## src/hdl/rcfd_pkg.sv

```systemverilog
// Shared types and constants of the serial RC frame decoder.
`timescale 1ns / 1ps
package rcfd_pkg;

   // Frame geometry defaults.
   localparam int FRAME_BYTES_DEF  = 69;
   localparam int MAX_CHANNELS_DEF = 16;

   // Start bytes, failsafe marker and mode B frame layout.
   localparam logic [7:0] MODEB_START  = 8'hA1;
   localparam logic [7:0] MODEA_START  = 8'hA4;
   localparam logic [7:0] FAILSAFE_HI  = 8'h80;
   localparam int         MODEB_LEN    = 27;
   localparam int         MODEB_MAX_CH = 12;
   localparam int         MODEB_CRC_HI = 25;

   // Check polynomials.
   localparam logic [15:0] CRC16_POLY = 16'h1021;
   localparam logic [7:0]  CRC8_POLY  = 8'h8C;

   // Pulse conversion.
   localparam logic [10:0] PULSE_SCALE = 11'd1400;
   localparam logic [14:0] PULSE_BASE  = 15'd800;
   localparam int          ACC_W       = 27;

   // Field widths.
   localparam int CSR_IDX_W  = 2;
   localparam int CSR_DATA_W = 16;
   localparam int STATUS_W   = 3;
   localparam int CHANNEL_W  = 4;
   localparam int PULSE_W    = 15;

   // Configuration register indexes.
   localparam logic [CSR_IDX_W-1:0] CSR_MODE  = 2'd0;
   localparam logic [CSR_IDX_W-1:0] CSR_GAP   = 2'd1;
   localparam logic [CSR_IDX_W-1:0] CSR_CHANS = 2'd2;

   // Reset values of the configuration registers.
   localparam logic [15:0] GAP_LIMIT_RST = 16'd8000;
   localparam logic [3:0]  CHANS_RST     = 4'd12;

   // Result status codes.
   localparam logic [STATUS_W-1:0] STAT_UPDATE   = 3'd0;
   localparam logic [STATUS_W-1:0] STAT_NO_UPD   = 3'd1;
   localparam logic [STATUS_W-1:0] STAT_CRC_ERR  = 3'd2;
   localparam logic [STATUS_W-1:0] STAT_FAILSAFE = 3'd3;
   localparam logic [STATUS_W-1:0] STAT_BAD_LEN  = 3'd4;

   // Decoder sequencer states.
   typedef enum logic [2:0] {
      ST_IDLE,
      ST_CRC,
      ST_BAD,
      ST_CHECK,
      ST_READ,
      ST_MUL,
      ST_CAND,
      ST_FLUSH
   } state_type;

   // Control of the bit-serial check unit.
   typedef struct packed {
      logic clear;
      logic load;
      logic shift;
      logic mode_a;
   } crc_ctrl_type;

   // Control of the shift-add multiplier.
   typedef struct packed {
      logic load;
      logic step;
   } mul_ctrl_type;

endpackage

```

## src/hdl/rcfd_req_if.sv

```systemverilog
// Input byte channel of the frame decoder.
`timescale 1ns / 1ps
interface rcfd_req_if;
   logic        valid;
   logic        ready;
   logic [7:0]  byte_in;
   logic [15:0] gap_us;

   modport source (output valid, output byte_in, output gap_us, input ready);
   modport sink (input valid, input byte_in, input gap_us, output ready);
endinterface

```

## src/hdl/rcfd_rsp_if.sv

```systemverilog
// Result channel of the frame decoder.
`timescale 1ns / 1ps
interface rcfd_rsp_if;
   logic        valid;
   logic        ready;
   logic [2:0]  status;
   logic [3:0]  channel;
   logic [14:0] pulse_us;
   logic        last;

   modport source (output valid, output status, output channel, output pulse_us,
                   output last, input ready);
   modport sink (input valid, input status, input channel, input pulse_us,
                 input last, output ready);
endinterface

```

## src/hdl/rcfd_crc_serial.sv

```systemverilog
// Bit-serial CRC-16 and reflected CRC-8 over received bytes.
`timescale 1ns / 1ps
module rcfd_crc_serial import rcfd_pkg::*; (
   input  logic         clock,
   input  crc_ctrl_type ctrl,
   input  logic [7:0]   data,
   output logic [15:0]  crc16,
   output logic [7:0]   crc8
);
   logic [7:0]  data_ff, data_in;
   logic [15:0] crc16_ff, crc16_in;
   logic [7:0]  crc8_ff, crc8_in;
   logic        fb16, fb8;

   // One data bit per cycle while shift is set: MSB first for CRC-16, LSB first for CRC-8.
   always_comb begin
      data_in  = data_ff;
      crc16_in = crc16_ff;
      crc8_in  = crc8_ff;
      fb16     = crc16_ff[15] ^ data_ff[7];
      fb8      = crc8_ff[0] ^ data_ff[0];
      if (ctrl.load) begin
         data_in = data;
         if (ctrl.clear) begin
            crc16_in = '0;
            crc8_in  = '0;
         end
      end else if (ctrl.shift) begin
         if (ctrl.mode_a) begin
            crc8_in = {1'b0, crc8_ff[7:1]} ^ (fb8 ? CRC8_POLY : 8'h00);
            data_in = {1'b0, data_ff[7:1]};
         end else begin
            crc16_in = {crc16_ff[14:0], 1'b0} ^ (fb16 ? CRC16_POLY : 16'h0000);
            data_in  = {data_ff[6:0], 1'b0};
         end
      end
   end

   always_ff @(posedge clock) begin
      data_ff  <= data_in;
      crc16_ff <= crc16_in;
      crc8_ff  <= crc8_in;
   end

   assign crc16 = crc16_ff;
   assign crc8  = crc8_ff;
endmodule

```

## src/hdl/rcfd_mul_serial.sv

```systemverilog
// Shift-add multiplier of a 16-bit channel value by the pulse scale.
`timescale 1ns / 1ps
module rcfd_mul_serial import rcfd_pkg::*; (
   input  logic             clock,
   input  mul_ctrl_type     ctrl,
   input  logic [15:0]      value,
   output logic [ACC_W-1:0] product
);
   logic [15:0]      val_ff, val_in;
   logic [ACC_W-1:0] acc_ff, acc_in;

   // One multiplier bit per step, most significant first.
   always_comb begin
      val_in = val_ff;
      acc_in = acc_ff;
      if (ctrl.load) begin
         val_in = value;
         acc_in = '0;
      end else if (ctrl.step) begin
         val_in = {val_ff[14:0], 1'b0};
         acc_in = {acc_ff[ACC_W-2:0], 1'b0}
                + (val_ff[15] ? ACC_W'(PULSE_SCALE) : ACC_W'(0));
      end
   end

   always_ff @(posedge clock) begin
      val_ff <= val_in;
      acc_ff <= acc_in;
   end

   assign product = acc_ff;
endmodule

```

## src/hdl/rc_serial_frame_decoder.sv

```systemverilog
// Top level of the serial RC frame decoder: framing, frame store and result sequencer.
`timescale 1ns / 1ps
// Each byte accepted inside a frame is written to the frame store and then,
// if the check covers it, folded into the running check value one bit per
// cycle; no new byte is accepted until that check-unit pass ends. At frame end
// the sequencer checks the CRC (and in mode A the failsafe flag), then walks
// the channel entries: each entry reads its bytes from the frame store one per
// cycle and runs a 16-step shift-add multiply, and the final result is then
// flushed. No byte is accepted while a frame is being unpacked.
// Results wait in an output register, one item at a time.
module rc_serial_frame_decoder import rcfd_pkg::*; #(
   parameter int FRAME_BYTES  = FRAME_BYTES_DEF,
   parameter int MAX_CHANNELS = MAX_CHANNELS_DEF
) (
   input  logic                  clock,
   input  logic                  reset,
   rcfd_req_if.sink              req_chan,
   rcfd_rsp_if.source            rsp_chan,
   input  logic                  csr_we,
   input  logic [CSR_IDX_W-1:0]  csr_index,
   input  logic [CSR_DATA_W-1:0] csr_wdata
);
   localparam int AW      = $clog2(FRAME_BYTES);
   localparam int PW      = $clog2(FRAME_BYTES + 1);
   localparam int ENT_A   = (FRAME_BYTES - 5) / 4;
   localparam int MAX_ENT = (ENT_A > MODEB_MAX_CH) ? ENT_A : MODEB_MAX_CH;
   localparam int EW      = $clog2(MAX_ENT + 1);
   localparam int KW      = $clog2(MAX_CHANNELS + 1);

   // Frame store.
   logic [7:0] mem [FRAME_BYTES];
   logic [7:0] mem_q_ff;
   logic       mem_we;
   logic [AW-1:0] mem_waddr, mem_raddr;

   state_type state_ff, state_in;
   logic              mode_ff, mode_in;
   logic [15:0]       gap_lim_ff, gap_lim_in;
   logic [3:0]        chans_ff, chans_in;
   logic [PW-1:0]     pos_ff, pos_in;
   logic [PW-1:0]     exp_ff, exp_in;
   logic              recv_ff, recv_in;
   logic [7:0]        b2_ff, b2_in, b3_ff, b3_in, b25_ff, b25_in;
   logic [7:0]        lastb_ff, lastb_in, len_ff, len_in;
   logic              incl_ff, incl_in, fend_ff, fend_in;
   logic [2:0]        bit_cnt_ff, bit_cnt_in;
   logic [EW-1:0]     n_ff, n_in, ent_ff, ent_in;
   logic [KW-1:0]     k_ff, k_in;
   logic [PW-1:0]     base_ff, base_in;
   logic [2:0]        rd_cnt_ff, rd_cnt_in;
   logic [31:0]       word_ff, word_in;
   logic [3:0]        mul_cnt_ff, mul_cnt_in;
   logic              pend_v_ff, pend_v_in;
   logic [CHANNEL_W-1:0] pend_ch_ff, pend_ch_in;
   logic [PULSE_W-1:0]   pend_pw_ff, pend_pw_in;
   logic                 rsp_valid_ff, rsp_valid_in;
   logic [STATUS_W-1:0]  rsp_status_ff, rsp_status_in;
   logic [CHANNEL_W-1:0] rsp_ch_ff, rsp_ch_in;
   logic [PULSE_W-1:0]   rsp_pw_ff, rsp_pw_in;
   logic                 rsp_last_ff, rsp_last_in;

   crc_ctrl_type      crc_ctrl;
   mul_ctrl_type      mul_ctrl;
   logic [15:0]       crc16;
   logic [7:0]        crc8;
   logic [ACC_W-1:0]  product;

   // Combinational helpers.
   logic              out_free, out_load;
   logic              gap_hit, recv0, start_hit, recv1, len_bad, fend, crc_ok;
   logic [PW-1:0]     pos0, exp1, exp2;
   logic [PW:0]       pos1;
   logic [2:0]        nbytes;
   logic [7:0]        cand_num, cand_fn;
   logic              cand_ok, ent_done;
   logic [KW-1:0]     k_next;
   logic [PULSE_W-1:0]   cand_pw;
   logic [CHANNEL_W-1:0] cand_ch;
   logic [7:0]        len_m2;

   rcfd_crc_serial u_crc (
      .clock (clock),
      .ctrl  (crc_ctrl),
      .data  (req_chan.byte_in),
      .crc16 (crc16),
      .crc8  (crc8)
   );

   rcfd_mul_serial u_mul (
      .clock   (clock),
      .ctrl    (mul_ctrl),
      .value   ({word_ff[7:0], mem_q_ff}),
      .product (product)
   );

   // Frame store write and registered read.
   always_ff @(posedge clock) begin
      if (mem_we) begin
         mem[mem_waddr] <= req_chan.byte_in;
      end
      mem_q_ff <= mem[mem_raddr];
   end

   assign req_chan.ready    = (state_ff == ST_IDLE);
   assign rsp_chan.valid    = rsp_valid_ff;
   assign rsp_chan.status   = rsp_status_ff;
   assign rsp_chan.channel  = rsp_ch_ff;
   assign rsp_chan.pulse_us = rsp_pw_ff;
   assign rsp_chan.last     = rsp_last_ff;

   // Framing, sequencing and result generation.
   always_comb begin
      state_in     = state_ff;
      mode_in      = mode_ff;
      gap_lim_in   = gap_lim_ff;
      chans_in     = chans_ff;
      pos_in       = pos_ff;
      exp_in       = exp_ff;
      recv_in      = recv_ff;
      b2_in        = b2_ff;
      b3_in        = b3_ff;
      b25_in       = b25_ff;
      lastb_in     = lastb_ff;
      len_in       = len_ff;
      incl_in      = incl_ff;
      fend_in      = fend_ff;
      bit_cnt_in   = bit_cnt_ff;
      n_in         = n_ff;
      ent_in       = ent_ff;
      k_in         = k_ff;
      base_in      = base_ff;
      rd_cnt_in    = rd_cnt_ff;
      word_in      = word_ff;
      mul_cnt_in   = mul_cnt_ff;
      pend_v_in    = pend_v_ff;
      pend_ch_in   = pend_ch_ff;
      pend_pw_in   = pend_pw_ff;
      rsp_status_in = rsp_status_ff;
      rsp_ch_in    = rsp_ch_ff;
      rsp_pw_in    = rsp_pw_ff;
      rsp_last_in  = rsp_last_ff;
      out_load     = 1'b0;
      crc_ctrl     = '{clear: 1'b0, load: 1'b0, shift: 1'b0, mode_a: mode_ff};
      mul_ctrl     = '{load: 1'b0, step: 1'b0};
      mem_we       = 1'b0;
      out_free     = !rsp_valid_ff || rsp_chan.ready;

      // Byte framing terms.
      gap_hit   = req_chan.gap_us > gap_lim_ff;
      pos0      = gap_hit ? '0 : pos_ff;
      recv0     = !gap_hit && recv_ff;
      start_hit = !recv0 && (pos0 == '0)
                  && (req_chan.byte_in == (mode_ff ? MODEA_START : MODEB_START));
      recv1     = recv0 || start_hit;
      exp1      = start_hit ? (mode_ff ? PW'(FRAME_BYTES) : PW'(MODEB_LEN)) : exp_ff;
      len_bad   = mode_ff && (pos0 == PW'(1))
                  && ({1'b0, req_chan.byte_in} > 9'(FRAME_BYTES - 3));
      exp2      = (mode_ff && (pos0 == PW'(1))) ? PW'(req_chan.byte_in) + PW'(3) : exp1;
      pos1      = {1'b0, pos0} + (PW+1)'(1);
      fend      = (pos1 >= {1'b0, exp2}) || (pos1 >= (PW+1)'(FRAME_BYTES));
      mem_waddr = pos0[AW-1:0];

      // Frame-end terms.
      crc_ok  = mode_ff ? (crc8 == lastb_ff) : (crc16 == {b25_ff, lastb_ff});
      len_m2  = len_ff - 8'd2;
      nbytes  = mode_ff ? 3'd4 : 3'd2;
      mem_raddr = AW'(base_ff + PW'(rd_cnt_ff));

      // Entry candidate terms.
      cand_num = word_ff[31:24];
      cand_fn  = word_ff[23:16];
      cand_ok  = !mode_ff || ((cand_num != 8'd0)
                 && ({1'b0, cand_num} <= 9'(MAX_CHANNELS)) && (cand_fn == 8'd0));
      cand_ch  = mode_ff ? CHANNEL_W'(cand_num - 8'd1) : ent_ff[CHANNEL_W-1:0];
      cand_pw  = PULSE_BASE + (mode_ff ? PULSE_W'(product[ACC_W-1:16])
                                       : product[ACC_W-1:12]);
      k_next   = k_ff + KW'(cand_ok);
      ent_done = (ent_ff + EW'(1) == n_ff) || (mode_ff && (k_next == KW'(MAX_CHANNELS)));

      case (state_ff)
         ST_IDLE: begin
            if (req_chan.valid) begin
               if (!recv1) begin
                  pos_in  = pos0;
                  recv_in = 1'b0;
               end else if (len_bad) begin
                  mem_we   = 1'b1;
                  pos_in   = '0;
                  recv_in  = 1'b0;
                  state_in = ST_BAD;
               end else begin
                  mem_we   = 1'b1;
                  exp_in   = exp2;
                  lastb_in = req_chan.byte_in;
                  if (pos0 == PW'(1)) len_in = req_chan.byte_in;
                  if (pos0 == PW'(2)) b2_in = req_chan.byte_in;
                  if (pos0 == PW'(3)) b3_in = req_chan.byte_in;
                  if (pos0 == PW'(MODEB_CRC_HI)) b25_in = req_chan.byte_in;
                  incl_in  = mode_ff ? (pos1 < {1'b0, exp2})
                                     : (pos1 + (PW+1)'(1) < {1'b0, exp2});
                  fend_in  = fend;
                  pos_in   = fend ? '0 : pos1[PW-1:0];
                  recv_in  = !fend;
                  crc_ctrl.load  = 1'b1;
                  crc_ctrl.clear = start_hit;
                  bit_cnt_in = '0;
                  state_in   = ST_CRC;
               end
            end
         end
         ST_CRC: begin
            crc_ctrl.shift = incl_ff;
            bit_cnt_in     = bit_cnt_ff + 3'd1;
            if (bit_cnt_ff == 3'd7) begin
               state_in = fend_ff ? ST_CHECK : ST_IDLE;
            end
         end
         ST_BAD: begin
            if (out_free) begin
               out_load      = 1'b1;
               rsp_status_in = STAT_BAD_LEN;
               rsp_ch_in     = '0;
               rsp_pw_in     = '0;
               rsp_last_in   = 1'b1;
               state_in      = ST_IDLE;
            end
         end
         ST_CHECK: begin
            pend_v_in = 1'b0;
            k_in      = '0;
            ent_in    = '0;
            rd_cnt_in = '0;
            base_in   = mode_ff ? PW'(4) : PW'(1);
            if (mode_ff) begin
               n_in = (len_ff >= 8'd2) ? EW'(len_m2[7:2]) : '0;
            end else begin
               n_in = (chans_ff > 4'(MODEB_MAX_CH)) ? EW'(MODEB_MAX_CH) : EW'(chans_ff);
            end
            if (!crc_ok) begin
               if (out_free) begin
                  out_load      = 1'b1;
                  rsp_status_in = STAT_CRC_ERR;
                  rsp_ch_in     = '0;
                  rsp_pw_in     = '0;
                  rsp_last_in   = 1'b1;
                  state_in      = ST_IDLE;
               end
            end else if (mode_ff && (b2_ff == 8'd0) && (exp_ff > PW'(3))
                         && (b3_ff == FAILSAFE_HI)) begin
               if (out_free) begin
                  out_load      = 1'b1;
                  rsp_status_in = STAT_FAILSAFE;
                  rsp_ch_in     = '0;
                  rsp_pw_in     = '0;
                  rsp_last_in   = 1'b1;
                  state_in      = ST_IDLE;
               end
            end else begin
               state_in = (n_in == '0) ? ST_FLUSH : ST_READ;
            end
         end
         ST_READ: begin
            rd_cnt_in = rd_cnt_ff + 3'd1;
            if (rd_cnt_ff != 3'd0) begin
               word_in = {word_ff[23:0], mem_q_ff};
            end
            if (rd_cnt_ff == nbytes) begin
               mul_ctrl.load = 1'b1;
               mul_cnt_in    = '0;
               state_in      = ST_MUL;
            end
         end
         ST_MUL: begin
            mul_ctrl.step = 1'b1;
            mul_cnt_in    = mul_cnt_ff + 4'd1;
            if (mul_cnt_ff == 4'd15) begin
               state_in = ST_CAND;
            end
         end
         ST_CAND: begin
            if (!(cand_ok && pend_v_ff && !out_free)) begin
               if (cand_ok) begin
                  if (pend_v_ff) begin
                     out_load      = 1'b1;
                     rsp_status_in = STAT_UPDATE;
                     rsp_ch_in     = pend_ch_ff;
                     rsp_pw_in     = pend_pw_ff;
                     rsp_last_in   = 1'b0;
                  end
                  pend_v_in  = 1'b1;
                  pend_ch_in = cand_ch;
                  pend_pw_in = cand_pw;
               end
               k_in      = k_next;
               ent_in    = ent_ff + EW'(1);
               base_in   = base_ff + PW'(nbytes);
               rd_cnt_in = '0;
               state_in  = ent_done ? ST_FLUSH : ST_READ;
            end
         end
         ST_FLUSH: begin
            if (out_free) begin
               out_load      = 1'b1;
               rsp_status_in = pend_v_ff ? STAT_UPDATE : STAT_NO_UPD;
               rsp_ch_in     = pend_v_ff ? pend_ch_ff : '0;
               rsp_pw_in     = pend_v_ff ? pend_pw_ff : '0;
               rsp_last_in   = 1'b1;
               pend_v_in     = 1'b0;
               state_in      = ST_IDLE;
            end
         end
         default: begin
            state_in = ST_IDLE;
         end
      endcase

      // Configuration writes; a mode change restarts framing.
      if (csr_we) begin
         case (csr_index)
            CSR_MODE: begin
               mode_in = csr_wdata[0];
               pos_in  = '0;
               recv_in = 1'b0;
            end
            CSR_GAP: begin
               gap_lim_in = csr_wdata;
            end
            CSR_CHANS: begin
               chans_in = csr_wdata[3:0];
            end
            default: begin
            end
         endcase
      end

      // Output register holds until taken.
      if (out_load) begin
         rsp_valid_in = 1'b1;
      end else if (rsp_chan.ready) begin
         rsp_valid_in = 1'b0;
      end else begin
         rsp_valid_in = rsp_valid_ff;
      end
   end

   // Control registers.
   always_ff @(posedge clock) begin
      if (reset) begin
         state_ff     <= ST_IDLE;
         mode_ff      <= 1'b0;
         gap_lim_ff   <= GAP_LIMIT_RST;
         chans_ff     <= CHANS_RST;
         pos_ff       <= '0;
         exp_ff       <= PW'(MODEB_LEN);
         recv_ff      <= 1'b0;
         pend_v_ff    <= 1'b0;
         rsp_valid_ff <= 1'b0;
         k_ff         <= '0;
      end else begin
         state_ff     <= state_in;
         mode_ff      <= mode_in;
         gap_lim_ff   <= gap_lim_in;
         chans_ff     <= chans_in;
         pos_ff       <= pos_in;
         exp_ff       <= exp_in;
         recv_ff      <= recv_in;
         pend_v_ff    <= pend_v_in;
         rsp_valid_ff <= rsp_valid_in;
         k_ff         <= k_in;
      end
   end

   // Payload registers.
   always_ff @(posedge clock) begin
      b2_ff         <= b2_in;
      b3_ff         <= b3_in;
      b25_ff        <= b25_in;
      lastb_ff      <= lastb_in;
      len_ff        <= len_in;
      incl_ff       <= incl_in;
      fend_ff       <= fend_in;
      bit_cnt_ff    <= bit_cnt_in;
      n_ff          <= n_in;
      ent_ff        <= ent_in;
      base_ff       <= base_in;
      rd_cnt_ff     <= rd_cnt_in;
      word_ff       <= word_in;
      mul_cnt_ff    <= mul_cnt_in;
      pend_ch_ff    <= pend_ch_in;
      pend_pw_ff    <= pend_pw_in;
      rsp_status_ff <= rsp_status_in;
      rsp_ch_ff     <= rsp_ch_in;
      rsp_pw_ff     <= rsp_pw_in;
      rsp_last_ff   <= rsp_last_in;
   end

   // A held result never survives into byte collection.
   a_pend_clear: assert property (@(posedge clock) disable iff (reset)
      state_ff == ST_IDLE |-> !pend_v_ff)
      else $error("pending result left over in idle");

   // The update count never passes the channel limit.
   a_k_bound: assert property (@(posedge clock) disable iff (reset)
      k_ff <= KW'(MAX_CHANNELS))
      else $error("update count over limit");

   // The final result of a frame returns the sequencer to byte collection.
   a_last_idle: assert property (@(posedge clock) disable iff (reset)
      (out_load && rsp_last_in) |=> state_ff == ST_IDLE)
      else $error("sequencer busy after final result");

   // While inside a frame the byte position is never zero.
   a_recv_pos: assert property (@(posedge clock) disable iff (reset)
      recv_ff |-> pos_ff != '0)
      else $error("receiving with zero position");
endmodule

```

## src/flat_wrapper.sv

```systemverilog
// flat-port wrapper written by rule: the top's interface ports become plain ports
module rc_serial_frame_decoder_flat import rcfd_pkg::*;
#(
   parameter int FRAME_BYTES  = FRAME_BYTES_DEF,
   parameter int MAX_CHANNELS = MAX_CHANNELS_DEF
)
  (clock, reset, csr_we, csr_index, csr_wdata, req_chan_valid, req_chan_byte_in, req_chan_gap_us, req_chan_ready, rsp_chan_valid, rsp_chan_status, rsp_chan_channel, rsp_chan_pulse_us, rsp_chan_last, rsp_chan_ready);
  rcfd_req_if req_chan_i ();
  rcfd_rsp_if rsp_chan_i ();
  input  logic clock;
  input  logic reset;
  input  logic csr_we;
  input  logic [CSR_IDX_W-1:0] csr_index;
  input  logic [CSR_DATA_W-1:0] csr_wdata;
  input wire logic [$bits(req_chan_i.valid)-1:0] req_chan_valid;
  input wire logic [$bits(req_chan_i.byte_in)-1:0] req_chan_byte_in;
  input wire logic [$bits(req_chan_i.gap_us)-1:0] req_chan_gap_us;
  output wire logic [$bits(req_chan_i.ready)-1:0] req_chan_ready;
  output wire logic [$bits(rsp_chan_i.valid)-1:0] rsp_chan_valid;
  output wire logic [$bits(rsp_chan_i.status)-1:0] rsp_chan_status;
  output wire logic [$bits(rsp_chan_i.channel)-1:0] rsp_chan_channel;
  output wire logic [$bits(rsp_chan_i.pulse_us)-1:0] rsp_chan_pulse_us;
  output wire logic [$bits(rsp_chan_i.last)-1:0] rsp_chan_last;
  input wire logic [$bits(rsp_chan_i.ready)-1:0] rsp_chan_ready;
  assign req_chan_i.valid = req_chan_valid;
  assign req_chan_i.byte_in = req_chan_byte_in;
  assign req_chan_i.gap_us = req_chan_gap_us;
  assign req_chan_ready = req_chan_i.ready;
  assign rsp_chan_valid = rsp_chan_i.valid;
  assign rsp_chan_status = rsp_chan_i.status;
  assign rsp_chan_channel = rsp_chan_i.channel;
  assign rsp_chan_pulse_us = rsp_chan_i.pulse_us;
  assign rsp_chan_last = rsp_chan_i.last;
  assign rsp_chan_i.ready = rsp_chan_ready;
  rc_serial_frame_decoder #(.FRAME_BYTES(FRAME_BYTES), .MAX_CHANNELS(MAX_CHANNELS)) u_core (.clock(clock), .reset(reset), .req_chan(req_chan_i), .rsp_chan(rsp_chan_i), .csr_we(csr_we), .csr_index(csr_index), .csr_wdata(csr_wdata));
endmodule
```

## config.mk

```make
export PLATFORM = sky130hd
export DESIGN_NAME = rc_serial_frame_decoder_flat
export DESIGN_NICKNAME = d
export VERILOG_FILES = /design/src/hdl/rcfd_pkg.sv /design/src/hdl/rcfd_req_if.sv /design/src/hdl/rcfd_rsp_if.sv /design/src/hdl/rcfd_crc_serial.sv /design/src/hdl/rcfd_mul_serial.sv /design/src/hdl/rc_serial_frame_decoder.sv /design/src/flat_wrapper.sv
export SDC_FILE = /design/constraint.sdc
export NUM_CORES = 1
export LEC_CHECK = 0
export ABC_AREA = 1
export BUFFER_PORTS_ARGS = -buffer_cell sky130_fd_sc_hd__buf_2
export CAP_MARGIN = 20
export CORE_MARGIN = 1
export CORE_UTILIZATION = 57
export CTS_CLUSTER_DIAMETER = 30
export DETAILED_ROUTE_END_ITERATION = 8
export GPL_TIMING_DRIVEN = 0
export PLACE_DENSITY = 0.84
export SLEW_MARGIN = 20
export SYNTH_ARGS = -nofsm -noshare
export SYNTH_HDL_FRONTEND = slang
export SYNTH_SLANG_ARGS = --single-unit
```

## constraint.sdc

```tcl
create_clock -name clock -period 4.69 [get_ports clock]
set_input_delay 0.7035 -clock clock [delete_from_list [all_inputs] [get_ports clock]]
set_output_delay 0.7035 -clock clock [all_outputs]
set_load 0.005 [all_outputs]
```

==> run_results.csv <==
group,metric,value,unit
run_status,status,"complete, but fails checks",
run_status,failed_checks,"DRC",
route,ant_nets,0,
clocking,htree_levels,4,
setup_path,crit_buf_inv,4,
route,viasPerCell,6.24,
grt,grt_max_degree,79,
sta,finalHoldViolations,0,
sta,maxSlewViolCount,0,
synth,async_flop_share,0,
setup_path,rr_startpoint,"u_core.gap_lim_ff[15]$_SDFFE_PP0P_",
setup_path,crit_top_cell,"nand2_4",
power,power_density,484,nW/µm²
route,vias,25711,
synth,ys_top_cells_by_area,"edfxtp_1, nor2_1, dfxtp_1",
setup_path,crit_arrival,4.96,ns
route,drt_drc_violations_left,1,
layout,layout_commonest_cell,"edfxtp_1",
die,dieArea,62700,µm²
layout,n_fill_cell,3790,
grt,grt_overflow,0,
route,wl,94700,µm
sta,period_needed,4.59,ns
sta,finalClockSkew,0.0277,ns
worst_hold_path,worstHoldPathType,"in2reg",
setup_path,slowest_delay,0.37,ns
sta,fin_crit_sh,0.978,
placed_design,io_buffers,70,
route,drtIter0Drc,3768,
synth,synth_fp_nets,3098,
grt,globalRouteTotalUtil,0.298,
setup_path,crit_fanout,10,
clocking,path_clk_slew,0.04,ns
placed_design,place_area,36700,µm²
setup_path,slowest_stage,"nand3_4",
die,ios,72,
clocking,clockBufferDepth,3,
synth,synth_cell_type_count,60,
setup_path,crit_required,5.07,ns
clocking,cts.sinks,820,
route,wl_per_cell,23.0,µm
sta,worst_pin_slew,1.16,ns
setup_path,crit_start,"u_core.gap_lim_ff[15]$_SDFFE_PP0P_",
synth,synth-main-ff-cell,"edfxtp_1",
layout,seqCellArea,23800,µm²
synth,yosysTopAreaCellShare,0.633,
setup_path,rrSetupSlack,0.10,ns
setup_path,path_class,"reg2reg",
synth,synthCells,2990,
sta,max_freq,218,MHz
power,p_seq_frac,0.405,
die,start_util,0.580,
layout,drive_above_1_share,0.134,
layout,utilization,0.695,
synth,synth_top_cell_by_area,"edfxtp_1",
power,p_sw,5.02,mW
placed_design,hpwl,58500,µm
clocking,insertion_delay,0.74,ns
power,clock_power_share,0.504,
setup_path,critPathLaunchType,"flip-flop",
layout,multi_input_area,10500,µm²
layout,areaGrowthSynthToFinish,19.9,%
route,first_pass_iters,9,
grt,grt_pass1_wl,141000,µm
setup_path,critical_path.top_delay_family,"simple AND/OR/NAND/NOR gates",
die,die_y,250,µm
sta,fin_hold_ws,0.204,ns
clocking,clockRootBuffer,"clkbuf_16",
clocking,cts_tree,"yes",
sta,setup_viol,0,
synth,synth_enable_flop_cells,742,
synth,ys_warn_count,0,
grt,grt_pass1_vias,25145,
sta,setup_ws,0.104,ns
power,swShare,0.246,
synth,yosysSeqAreaShare,0.678,
power,p_leak,15.4,nW
layout,postLayoutCellArea,42200,µm²
placed_design,routabilityCongestion,0.947,
power,peakVddDrop,0.444,mV
sta,slew_headroom,0.224,
grt,antenna_found_initial,1,
clocking,cts_buffers,140,
clocking,hold_buffers,0,
placed_design,place_ws,-0.808,ns
die,core,60700,µm²
setup_path,cp_cell_sequence,"inv_1, ha_1, nand2_1, nor3_4, nand2_1, nand2_2, nand2_4, buf_6, nand2_4, ha_1, nand3_1, nor2_1, o21ai_0, a21oi_2, nand3_4, nand2_4, inv_2, nor2_4, inv_2, nor2_2, nand3_4, nor2_4",
power,pwr-share-comb,0.091,
synth,ys_ff_latch,820,
layout,nNetsFinal,3329,
setup_path,crit_path_end_kind,"flip-flop",
synth,avgSynthCellArea,11.8,µm²
worst_hold_path,min-delay-start,"csr_wdata[11]",
power,power,20.4,mW
power,p_int,15.4,mW
layout,most-common-layout-cells,"edfxtp_1, nor2_1, nand2_1, o21ai_0, inv_1",
die,die_width,250,µm
synth,synth_area,35200,µm²
die,rows,90,
job,cap_violations,0,
## cell usage after synthesis (11+ instances only)
cell,number
o311ai_0,16
a21oi_1,75
o21ai_0,216
o211ai_1,13
o22ai_1,11
dfxtp_1,78
clkbuf_1,113
o221ai_1,67
mux2i_1,72
nor4_1,13
buf_1,12
nor3_1,25
nor2_1,512
o32ai_1,74
edfxtp_1,742
nand2_1,396
nand3_1,105
nand4_1,16
xnor2_1,29
xor2_1,38
ha_1,58
inv_1,207
inv_2,11
## flip-flops by register name (all words and copies together) (netlist names), 7 cells and up
signal                    cells
u_core.mem                  552
u_core.word_ff               32
u_core.u_mul.product         24
u_core.gap_lim_ff            16
u_core.u_crc.crc16           16
u_core.u_mul.val_ff          16
u_core.pend_pw_ff            15
u_core.rsp_chan.pulse_us     15
u_core.b25_ff                 8
u_core.b2_ff                  8
u_core.b3_ff                  8
u_core.lastb_ff               8
u_core.mem_q_ff               8
u_core.u_crc.crc8             8
u_core.u_crc.data_ff          8
u_core.base_ff                7
u_core.exp_ff                 7
u_core.len_ff                 7
u_core.pos_ff                 7
## area by class of cell
type                            count  share of cell area
Antenna cell                        1           0.0000593
Buffer                            138              0.0134
Clock buffer                      164              0.0874
Clock inverter                     92              0.0263
Inverter                          219              0.0196
Multi-Input combinational cell   1813               0.248
Sequential cell                   820               0.565
Tap cell                          782              0.0232
Timing Repair Buffer               89              0.0168
## logic make-up after synthesis
| kind of cell | synth area share |
|---|---|
| compound gates | 0.0906 |
| flops | 0.678 |
| buf+inv | 0.0395 |
| fa+ha+maj | 0.0223 |
| simple gates | 0.132 |
| xor+xnor | 0.0171 |
| mux | 0.0205 |
## worst paths after layout
check             depth (start not counted)                                 end
setup / recovery                         22         u_core.mem[45][5]$_DFFE_PP_
hold / removal                            3  u_core.gap_lim_ff[11]$_SDFFE_PP1P_
setup reg to reg                         22         u_core.mem[45][5]$_DFFE_PP_
hold reg to reg                           0        u_core.word_ff[17]$_DFFE_PP_
## power by group through the flow
stage | combinational, mW | sequential [mW] | clock, mW
6_report | 1.85 | 8.27 | 10.3
5_1_grt | 1.97 | 8.28 | 10.6
4_1_cts | 1.77 | 8.27 | 10.3
3_5_place_dp | 1.71 | 8.40 | 0
3_3_place_gp | 1.65 | 8.40 | 0
2_1_floorplan | 1.05 | 8.38 | 0
## tightest hold or removal path, cell delays in order
cell and delay [ns]:
buf_2 0.07, nand2_1 0.04, o211ai_1 0.07
## layer usage
layer | vias to the layer above | wire length [µm] | GRT usage
li1 | 11202 | - | -
met1 | 12223 | 34100 | 0.372
met2 | 1868 | 44100 | 0.473
met3 | 418 | 11300 | 0.0798
met4 | 0 | 5260 | 0.168
met5 | - | 0 | 0
## through the flow
step	instances	TNS, ns
finish	4118	0
CTS	4107	-51.53
floorplan	2990	0
global route	4118	-5.64
detailed placement	3850	-259.87
global placement	3842	-273.97
## repair_timing
item,4_1_cts,5_1_grt
setup buffers,1,10
pin swaps,1,5
setup endpoints to repair,375,506
gates resized for setup,49,62
Note: power is estimated with default switching activity, not from simulation.
